[config.mk]
export PLATFORM = sky130hd
export DESIGN_NAME = serial_command_parser_unit
export DESIGN_NICKNAME = d
export VERILOG_FILES = /design/src/sv/scp_pkg.sv /design/src/sv/scp_step.sv /design/src/sv/serial_command_parser_unit.sv
export SDC_FILE = /design/constraint.sdc
export NUM_CORES = 1
export LEC_CHECK = 0
export BUFFER_PORTS_ARGS = -buffer_cell sky130_fd_sc_hd__buf_2
export CORE_MARGIN = 5
export CORE_UTILIZATION = 56
export CTS_CLUSTER_SIZE = 25
export DETAILED_ROUTE_END_ITERATION = 6
export GPL_TIMING_DRIVEN = 0
export PLACE_DENSITY = 0.89
export SETUP_SLACK_MARGIN = 0.15
export SLEW_MARGIN = 20
export SYNTH_ARGS = -nofsm -noshare
export SYNTH_HDL_FRONTEND = slang
export SYNTH_HIERARCHICAL = 1
export SYNTH_SLANG_ARGS = --single-unit
[constraint.sdc]
create_clock -name clk -period 3.5 [get_ports clk]
set_input_delay 0.875 -clock clk [delete_from_list [all_inputs] [get_ports clk]]
set_output_delay 0.875 -clock clk [all_outputs]
set_load 0.01 [all_outputs]
[src/sv/scp_pkg.sv]
package scp_pkg;

  typedef enum logic [2:0] {
    ST_HUNT = 3'd0,
    ST_REQ1 = 3'd1,
    ST_REQ2 = 3'd2,
    ST_CMD1 = 3'd3,
    ST_CMD2 = 3'd4,
    ST_PKT  = 3'd5
  } parse_st_t;

  typedef enum logic [1:0] {
    EV_NONE     = 2'd0,
    EV_REQUEST  = 2'd1,
    EV_DISABLED = 2'd2,
    EV_PACKET   = 2'd3
  } event_t;

  localparam logic [7:0] CH_DOLLAR = 8'h24;
  localparam logic [7:0] CH_HASH   = 8'h23;
  localparam logic [7:0] CH_GT     = 8'h3E;
  localparam logic [7:0] CH_V      = 8'h76;
  localparam logic [7:0] CH_D      = 8'h44;
  localparam logic [7:0] CH_N      = 8'h4E;

  localparam logic [3:0] IDX_CTRL     = 4'd0;
  localparam logic [3:0] IDX_PITCH_LO = 4'd1;
  localparam logic [3:0] IDX_PITCH_HI = 4'd2;
  localparam logic [3:0] IDX_ROLL_LO  = 4'd3;
  localparam logic [3:0] IDX_ROLL_HI  = 4'd4;
  localparam logic [3:0] IDX_YAW_LO   = 4'd5;
  localparam logic [3:0] IDX_YAW_HI   = 4'd6;
  localparam logic [3:0] IDX_THR_LO   = 4'd7;
  localparam logic [3:0] IDX_THR_HI   = 4'd8;
  localparam logic [3:0] IDX_LAST     = 4'd9;

  localparam logic signed [15:0] ATT_MAX    = 16'sd2000;
  localparam logic signed [15:0] ATT_MIN    = -16'sd2000;
  localparam logic signed [15:0] YAW_MAX    = 16'sd1500;
  localparam logic signed [15:0] YAW_MIN    = -16'sd1500;
  localparam logic signed [15:0] THRUST_MAX = 16'sd3200;
  localparam logic signed [15:0] THRUST_MIN = 16'sd0;

  localparam int NUM_IDS = 4;

  localparam logic [7:0] RC_ID_RST     = 8'd1;
  localparam logic [7:0] STATE_ID_RST  = 8'd2;
  localparam logic [7:0] SENSOR_ID_RST = 8'd3;
  localparam logic [7:0] AUX_ID_RST    = 8'd4;

  typedef logic [NUM_IDS-1:0][7:0] req_ids_t;

  typedef struct packed {
    parse_st_t   pst;
    logic        verbose;
    logic [3:0]  idx;
    logic        enable;
    logic [7:0]  ctrl;
    logic [11:0] pitch;
    logic [11:0] roll;
    logic [11:0] yaw;
    logic [11:0] thrust;
  } scp_state_t;

  typedef struct packed {
    event_t     ev;
    logic [1:0] rtype;
    logic       rverb;
  } scp_res_t;

  function automatic logic [11:0] clamp12(logic signed [15:0] v,
                                          logic signed [15:0] lo,
                                          logic signed [15:0] hi);
    logic signed [15:0] t;
    t = v;
    if (t > hi) t = hi;
    if (t < lo) t = lo;
    return t[11:0];
  endfunction

endpackage

[src/sv/scp_step.sv]
module scp_step (
  input  scp_pkg::scp_state_t st_i,
  input  logic [7:0]          rx_byte,
  input  scp_pkg::req_ids_t   ids,
  output scp_pkg::scp_state_t st_o,
  output scp_pkg::scp_res_t   res_o
);
  import scp_pkg::*;

  logic               hit;
  logic [1:0]         hit_k;
  logic signed [15:0] pitch_w;
  logic signed [15:0] roll_w;
  logic signed [15:0] yaw_w;
  logic signed [15:0] thr_w;

  always_comb begin
    hit   = 1'b0;
    hit_k = 2'd0;
    for (int k = NUM_IDS - 1; k >= 0; k--) begin
      if (rx_byte == ids[k]) begin
        hit   = 1'b1;
        hit_k = 2'(k);
      end
    end
  end

  always_comb begin
    pitch_w = {{4{st_i.pitch[11]}}, st_i.pitch};
    roll_w  = {{4{st_i.roll[11]}}, st_i.roll};
    yaw_w   = {{4{st_i.yaw[11]}}, st_i.yaw};
    thr_w   = {4'b0000, st_i.thrust};
    unique case (st_i.idx)
      IDX_PITCH_LO: pitch_w[7:0]  = rx_byte;
      IDX_PITCH_HI: pitch_w[15:8] = rx_byte;
      IDX_ROLL_LO:  roll_w[7:0]   = rx_byte;
      IDX_ROLL_HI:  roll_w[15:8]  = rx_byte;
      IDX_YAW_LO:   yaw_w[7:0]    = rx_byte;
      IDX_YAW_HI:   yaw_w[15:8]   = rx_byte;
      IDX_THR_LO:   thr_w[7:0]    = rx_byte;
      IDX_THR_HI:   thr_w[15:8]   = rx_byte;
      default: ;
    endcase
  end

  always_comb begin
    st_o        = st_i;
    res_o.ev    = EV_NONE;
    res_o.rtype = 2'd0;
    res_o.rverb = 1'b0;
    unique case (st_i.pst)
      ST_HUNT: begin
        if (rx_byte == CH_DOLLAR) begin
          st_o.pst = ST_REQ1;
        end else if (rx_byte == CH_HASH) begin
          st_o.pst = ST_CMD1;
        end
      end
      ST_REQ1: st_o.pst = (rx_byte == CH_GT) ? ST_REQ2 : ST_HUNT;
      ST_REQ2: begin
        if (rx_byte == CH_V && !st_i.verbose) begin
          st_o.verbose = 1'b1;
        end else begin
          if (hit) begin
            res_o.ev     = EV_REQUEST;
            res_o.rtype  = hit_k;
            res_o.rverb  = st_i.verbose;
            st_o.verbose = 1'b0;
          end
          st_o.pst = ST_HUNT;
        end
      end
      ST_CMD1: st_o.pst = (rx_byte == CH_GT) ? ST_CMD2 : ST_HUNT;
      ST_CMD2: begin
        if (rx_byte == CH_D) begin
          st_o.enable = 1'b0;
          res_o.ev    = EV_DISABLED;
          st_o.pst    = ST_HUNT;
        end else if (rx_byte == CH_N) begin
          st_o.pst = ST_PKT;
        end else begin
          st_o.pst = ST_HUNT;
        end
        st_o.idx = 4'd0;
      end
      ST_PKT: begin
        st_o.enable = 1'b1;
        if (st_i.idx == IDX_CTRL) begin
          st_o.ctrl = rx_byte;
        end
        if (st_i.idx == IDX_LAST) begin
          st_o.pst = ST_HUNT;
          res_o.ev = EV_PACKET;
        end
        st_o.pitch  = clamp12(pitch_w, ATT_MIN, ATT_MAX);
        st_o.roll   = clamp12(roll_w, ATT_MIN, ATT_MAX);
        st_o.yaw    = clamp12(yaw_w, YAW_MIN, YAW_MAX);
        st_o.thrust = clamp12(thr_w, THRUST_MIN, THRUST_MAX);
        st_o.idx    = st_i.idx + 4'd1;
      end
      default: st_o.pst = ST_HUNT;
    endcase
  end

endmodule

[src/sv/serial_command_parser_unit.sv]
// A word accepted into the input register moves on to the result register,
// where it waits until the receiver takes it.
// Throughput: one word per cycle while out_stall is low; the input and result
// registers let a new word enter while a finished result still waits on out_stall.
// Reset is synchronous and active low: the parser returns to hunting, all
// flags and setpoints clear, and the request ids load 1, 2, 3 and 4.
module serial_command_parser_unit (
  input  logic               clk,
  input  logic               rst_n,
  input  logic               in_valid,
  output logic               in_stall,
  input  logic [7:0]         in_rx_byte,
  output logic               out_valid,
  input  logic               out_stall,
  output logic [1:0]         out_event_res,
  output logic [1:0]         out_request_type,
  output logic               out_request_verbose,
  output logic               out_control_enabled,
  output logic [7:0]         out_ctrl_word,
  output logic signed [11:0] out_pitch_cmd,
  output logic signed [11:0] out_roll_cmd,
  output logic signed [11:0] out_yaw_cmd,
  output logic [11:0]        out_thrust_cmd,
  input  logic               psel,
  input  logic               penable,
  input  logic               pwrite,
  input  logic [3:0]         paddr,
  input  logic [31:0]        pwdata,
  output logic [31:0]        prdata,
  output logic               pready
);
  import scp_pkg::*;

  logic       in_valid_r;
  logic       in_valid_nxt;
  logic [7:0] in_byte_r;
  logic       out_valid_r;
  logic       out_valid_nxt;
  scp_res_t   res_r;
  scp_res_t   res_nxt;
  scp_state_t state_r;
  scp_state_t state_nxt;
  req_ids_t   ids_r;
  logic       advance;
  logic       accept_in;
  logic       cfg_write;

  assign pready    = 1'b1;
  assign cfg_write = psel && penable && pwrite && pready;
  assign prdata    = {24'd0, ids_r[paddr[3:2]]};

  assign advance   = in_valid_r && (!out_valid_r || !out_stall);
  assign in_stall  = in_valid_r && out_valid_r && out_stall;
  assign accept_in = in_valid && !in_stall;

  scp_step u_step (
    .st_i    (state_r),
    .rx_byte (in_byte_r),
    .ids     (ids_r),
    .st_o    (state_nxt),
    .res_o   (res_nxt)
  );

  always_comb begin
    in_valid_nxt = in_valid_r;
    if (accept_in) begin
      in_valid_nxt = 1'b1;
    end else if (advance) begin
      in_valid_nxt = 1'b0;
    end
    out_valid_nxt = out_valid_r;
    if (advance) begin
      out_valid_nxt = 1'b1;
    end else if (out_valid_r && !out_stall) begin
      out_valid_nxt = 1'b0;
    end
  end

  always_ff @(posedge clk) begin
    if (!rst_n) begin
      in_valid_r     <= 1'b0;
      out_valid_r    <= 1'b0;
      state_r        <= '{pst: ST_HUNT, default: '0};
      ids_r[0]       <= RC_ID_RST;
      ids_r[1]       <= STATE_ID_RST;
      ids_r[2]       <= SENSOR_ID_RST;
      ids_r[3]       <= AUX_ID_RST;
    end else begin
      in_valid_r  <= in_valid_nxt;
      out_valid_r <= out_valid_nxt;
      if (advance) begin
        state_r <= state_nxt;
      end
      if (cfg_write) begin
        ids_r[paddr[3:2]] <= pwdata[7:0];
      end
    end
  end

  always_ff @(posedge clk) begin
    if (accept_in) begin
      in_byte_r <= in_rx_byte;
    end
    if (advance) begin
      res_r <= res_nxt;
    end
  end

  // The state only moves when a word enters the result register, so the
  // stored setpoints always belong to the word on display.
  assign out_valid           = out_valid_r;
  assign out_event_res       = res_r.ev;
  assign out_request_type    = res_r.rtype;
  assign out_request_verbose = res_r.rverb;
  assign out_control_enabled = state_r.enable;
  assign out_ctrl_word       = state_r.ctrl;
  assign out_pitch_cmd       = state_r.pitch;
  assign out_roll_cmd        = state_r.roll;
  assign out_yaw_cmd         = state_r.yaw;
  assign out_thrust_cmd      = state_r.thrust;

endmodule

==> qor.yml <==
setup_path:
  worstSetupPathType: "register to register"
  crit_required_ns: 3.79
  regToRegSetupSlack_ns: 0.39
  r2r_cells: 10
  r2r-end: "out_roll_cmd[4]"
  path_delay_family: "simple AND/OR/NAND/NOR gates"
  cp_cell_sequence: "clkbuf_1, nor3_1, nand3_1, a221o_1, and3_1, buf_2, a41oi_2, o21a_1, nand2_1, a21boi_0"
  crit_slowest_cell: "nor3_1"
  critPathMaxFanout: 10
  r2r_start: "in_byte_r[1]"
  crit_arrival_ns: 3.40
  critPathCaptureType: "register"
  cp-start-kind: "register"
  timing.critical_path.buf_inv: 2
  max_stage_delay_ns: 0.76
global_routing:
  grt_antenna_before_repair: 0
  first_global_vias: 6684
  grt_pass1_wl_mm: 34.54
  grt_usage: 0.2669
  grt_max_degree: 22
  overflow: 0
final_layout:
  nFillCells: 1132
  final_cells: 1239
  area_delta_synth_final_pct: 14.30
  regArea_sq_um: 2372
  diodes: 0
  utilization: 0.6516
  multi_input_area_sq_um: 4225
  fin_area_sq_um: 8628
  layout-drive-gt1-share: 0.2399
  layout.nets: 1113
synth:
  ys_seq_elements: 112
  yosysUniqueCellTypes: 75
  async_reset_ff_frac: 0
  synth_top_area_share: 0.2626
  netlist_instances: 930
  synth_flop_cell: "dfxtp_1"
  synth_top_cell_by_area: "dfxtp_1"
  ys_warn_count: 6
  syn_area_sq_um: 7548
  yosysMostFrequentCell: "nand2_1"
  synth_edf_count: 13
  synth_top_cells_by_count: "nand2_1, dfxtp_1, buf_4"
  syn_avg_cell_area_sq_um: 8.117
  ys_seq_area_frac: 0.3143
  synth_area_leaders: "dfxtp_1, nand2_1, buf_4"
timing:
  setup_ws_ns: 0.3871
  fin_crit_ns: 3.113
  rsz0062_at_grt: "no"
  timing.fmax_mhz: 321.2
  slew_headroom: 0.3737
  setup_tns_ns: 0
  clock_skew_ns: 0.01195
  slew_violations: 0
  period_share: 0.8894
  hold_viol_final: 0
  timing.hold.ws_ns: 0.4723
  worst-slew-pin-transition_ns: 0.9395
  setup_viol: 0
clock_tree:
  tritoncts: "yes"
  clkTransAtPathRegs_ns: 0.08
  cts_root_buf: "clkbuf_16"
  ctsHtreeMaxLevel: 3
  insertion_delay_ns: 0.37
  ctsLongestPathBuffers: 2
  hold_buffers: 0
  cts_inserted_buffers: 9
  cts.sinks: 112
placed_design:
  port_buffers: 94
  post-dp-hpwl_mm: 15.66
  placed_area_sq_um: 8325
  gp_congestion: 0.9779
  dp_slack_ns: 0.3420
  dp.cells: 1223
routing:
  firstDrtPassIters: 6
  wl_per_cell_microns: 17.51
  vias_per_cell: 5.786
  vias: 7169
  final_antenna_net_count: 0
  drt-total-wl_mm: 21.69
  first_iter_violations: 803
  drc: 0
power_and_ir_drop:
  powerDensity_nw_per_um2: 308.4
  p_clk_frac: 0.397
  seq_power_share: 0.498
  swShare: 0.2782
  power_leakage_nw: 3.730
  internal_power_mw: 1.921
  power.total_mw: 2.661
  vdd_drop_max_v: 0.0003020
  p_switching_mw: 0.7404
  power_frac_comb: 0.105
hold_path:
  hold_path_end: "out_ctrl_word[0]"
  holdPathStages: 2
  hp-class: "register to register"
  min_from: "out_ctrl_word[0]"
floorplanning:
  start_util: 0.5700
  die_area_sq_um: 15900
  die-width_microns: 126.1
  io_pins: 148
  dieHeight_microns: 126.1
  coreArea_sq_um: 13240
  rows: 42
status:
  status: "finished clean"
job:
  cap_violations: 0
[metal layers]
metal  wire length, microns  up-vias  share of wire  GRT usage
li1                       -     3410              -          -
met5                      0        -              0          0
met2                   9738      426           0.45     0.4269
met4                    926        0          0.043     0.1180
met3                   2373       81           0.11    0.06181
met1                   8650     3252           0.40     0.3449
[worst reg2reg max path, delay by kind of cell, from the launching register on]
kind                   cells  cell delay (ns)
AND/OR/NAND/NOR            4             1.12
buffers and inverters      2             0.48
AO/OA/AOI/OAI              4             1.04
flip-flops                 1             0.39
[worst max path at each step]
stage | from | endpoint | cells past startpoint
2_1_floorplan | state_r[57] | out_roll_cmd[4] | 11
4_1_cts | in_byte_r[3] | out_thrust_cmd[1] | 9
3_3_place_gp | in_byte_r[3] | out_thrust_cmd[0] | 9
5_1_grt | state_r[58] | out_yaw_cmd[3] | 11
3_5_place_dp | in_byte_r[3] | out_thrust_cmd[1] | 9
6_report | in_byte_r[1] | out_roll_cmd[4] | 10
[sequential cells by signal (all words and copies together) (netlist names)]
signal               flops
out_pitch_cmd           12
out_request_type         2
out_yaw_cmd             12
out_ctrl_word            8
out_valid                1
ids_r                   32
out_request_verbose      1
out_event_res            2
out_thrust_cmd          12
in_valid_r               1
in_byte_r                8
state_r                  8
out_roll_cmd            12
out_control_enabled      1
[area by class of cell]
type                    instances  share of cell area
clock buffers                  10             0.02654
inverters                      26             0.01131
plain buffers                 142              0.1096
repair buffers                 94             0.05452
well taps                     176             0.02552
clock inverters                 6            0.007831
flip-flops and latches        112              0.2749
multi-input cells             673              0.4897
[power by group through the flow]
stage | Combinational (mW) | Sequential (mW) | Clock, mW
after floorplan | 0.182 | 1.35 | 0
after global placement | 0.266 | 1.35 | 0
after detailed placement | 0.269 | 1.35 | 0
after CTS | 0.271 | 1.32 | 1.07
after global routing | 0.296 | 1.33 | 1.12
final | 0.280 | 1.32 | 1.06
[placed cells by master (no fill, tap or decap), types with 3 or more instances in the layout]
cell       instances
nand2_1          220
buf_2            106
dfxtp_1           99
buf_4             88
a21boi_0          56
mux2i_1           40
clkbuf_1          32
xor2_1            32
o21ai_0           29
nor2_1            29
inv_1             25
conb_1            25
nand3_1           22
nor4_1            15
a21oi_1           13
edfxtp_1          13
a22o_1            12
nand4_1           11
o211ai_1          10
a21boi_1          10
buf_6              9
clkbuf_16          9
mux2_2             9
nor3_1             9
and3_1             8
mux4_2             8
nand3b_1           8
a211oi_1           8
nor2b_1            7
o31ai_1            7
o21ai_1            7
a31oi_1            5
and3b_1            5
o221a_2            5
a32o_1             5
ha_1               4
inv_8              3
o41ai_1            3
[logic make-up (layout without fill, tap and decap cells)]
| group | after synthesis | after routing | share of synthesized area |
|---|---|---|---|
| multiplexers | 57 | 57 | 0.09034 |
| XOR/XNOR | 32 | 32 | 0.03713 |
| flip-flops | 112 | 112 | 0.3143 |
| adder cells (fa/ha/maj) | 4 | 4 | 0.006630 |
| buffers and inverters | 168 | 278 | 0.1382 |
| other | 2 | 25 | 0.0009949 |
| AND/OR/NAND/NOR | 354 | 354 | 0.2161 |
| AO/OA/AOI/OAI | 201 | 201 | 0.1963 |
[timing repair]
item	4_1_cts	5_1_grt
setup buffers	0	0
setup endpoints to repair	0	10
resized for setup	0	2
Power figures use the tool's default switching activity.
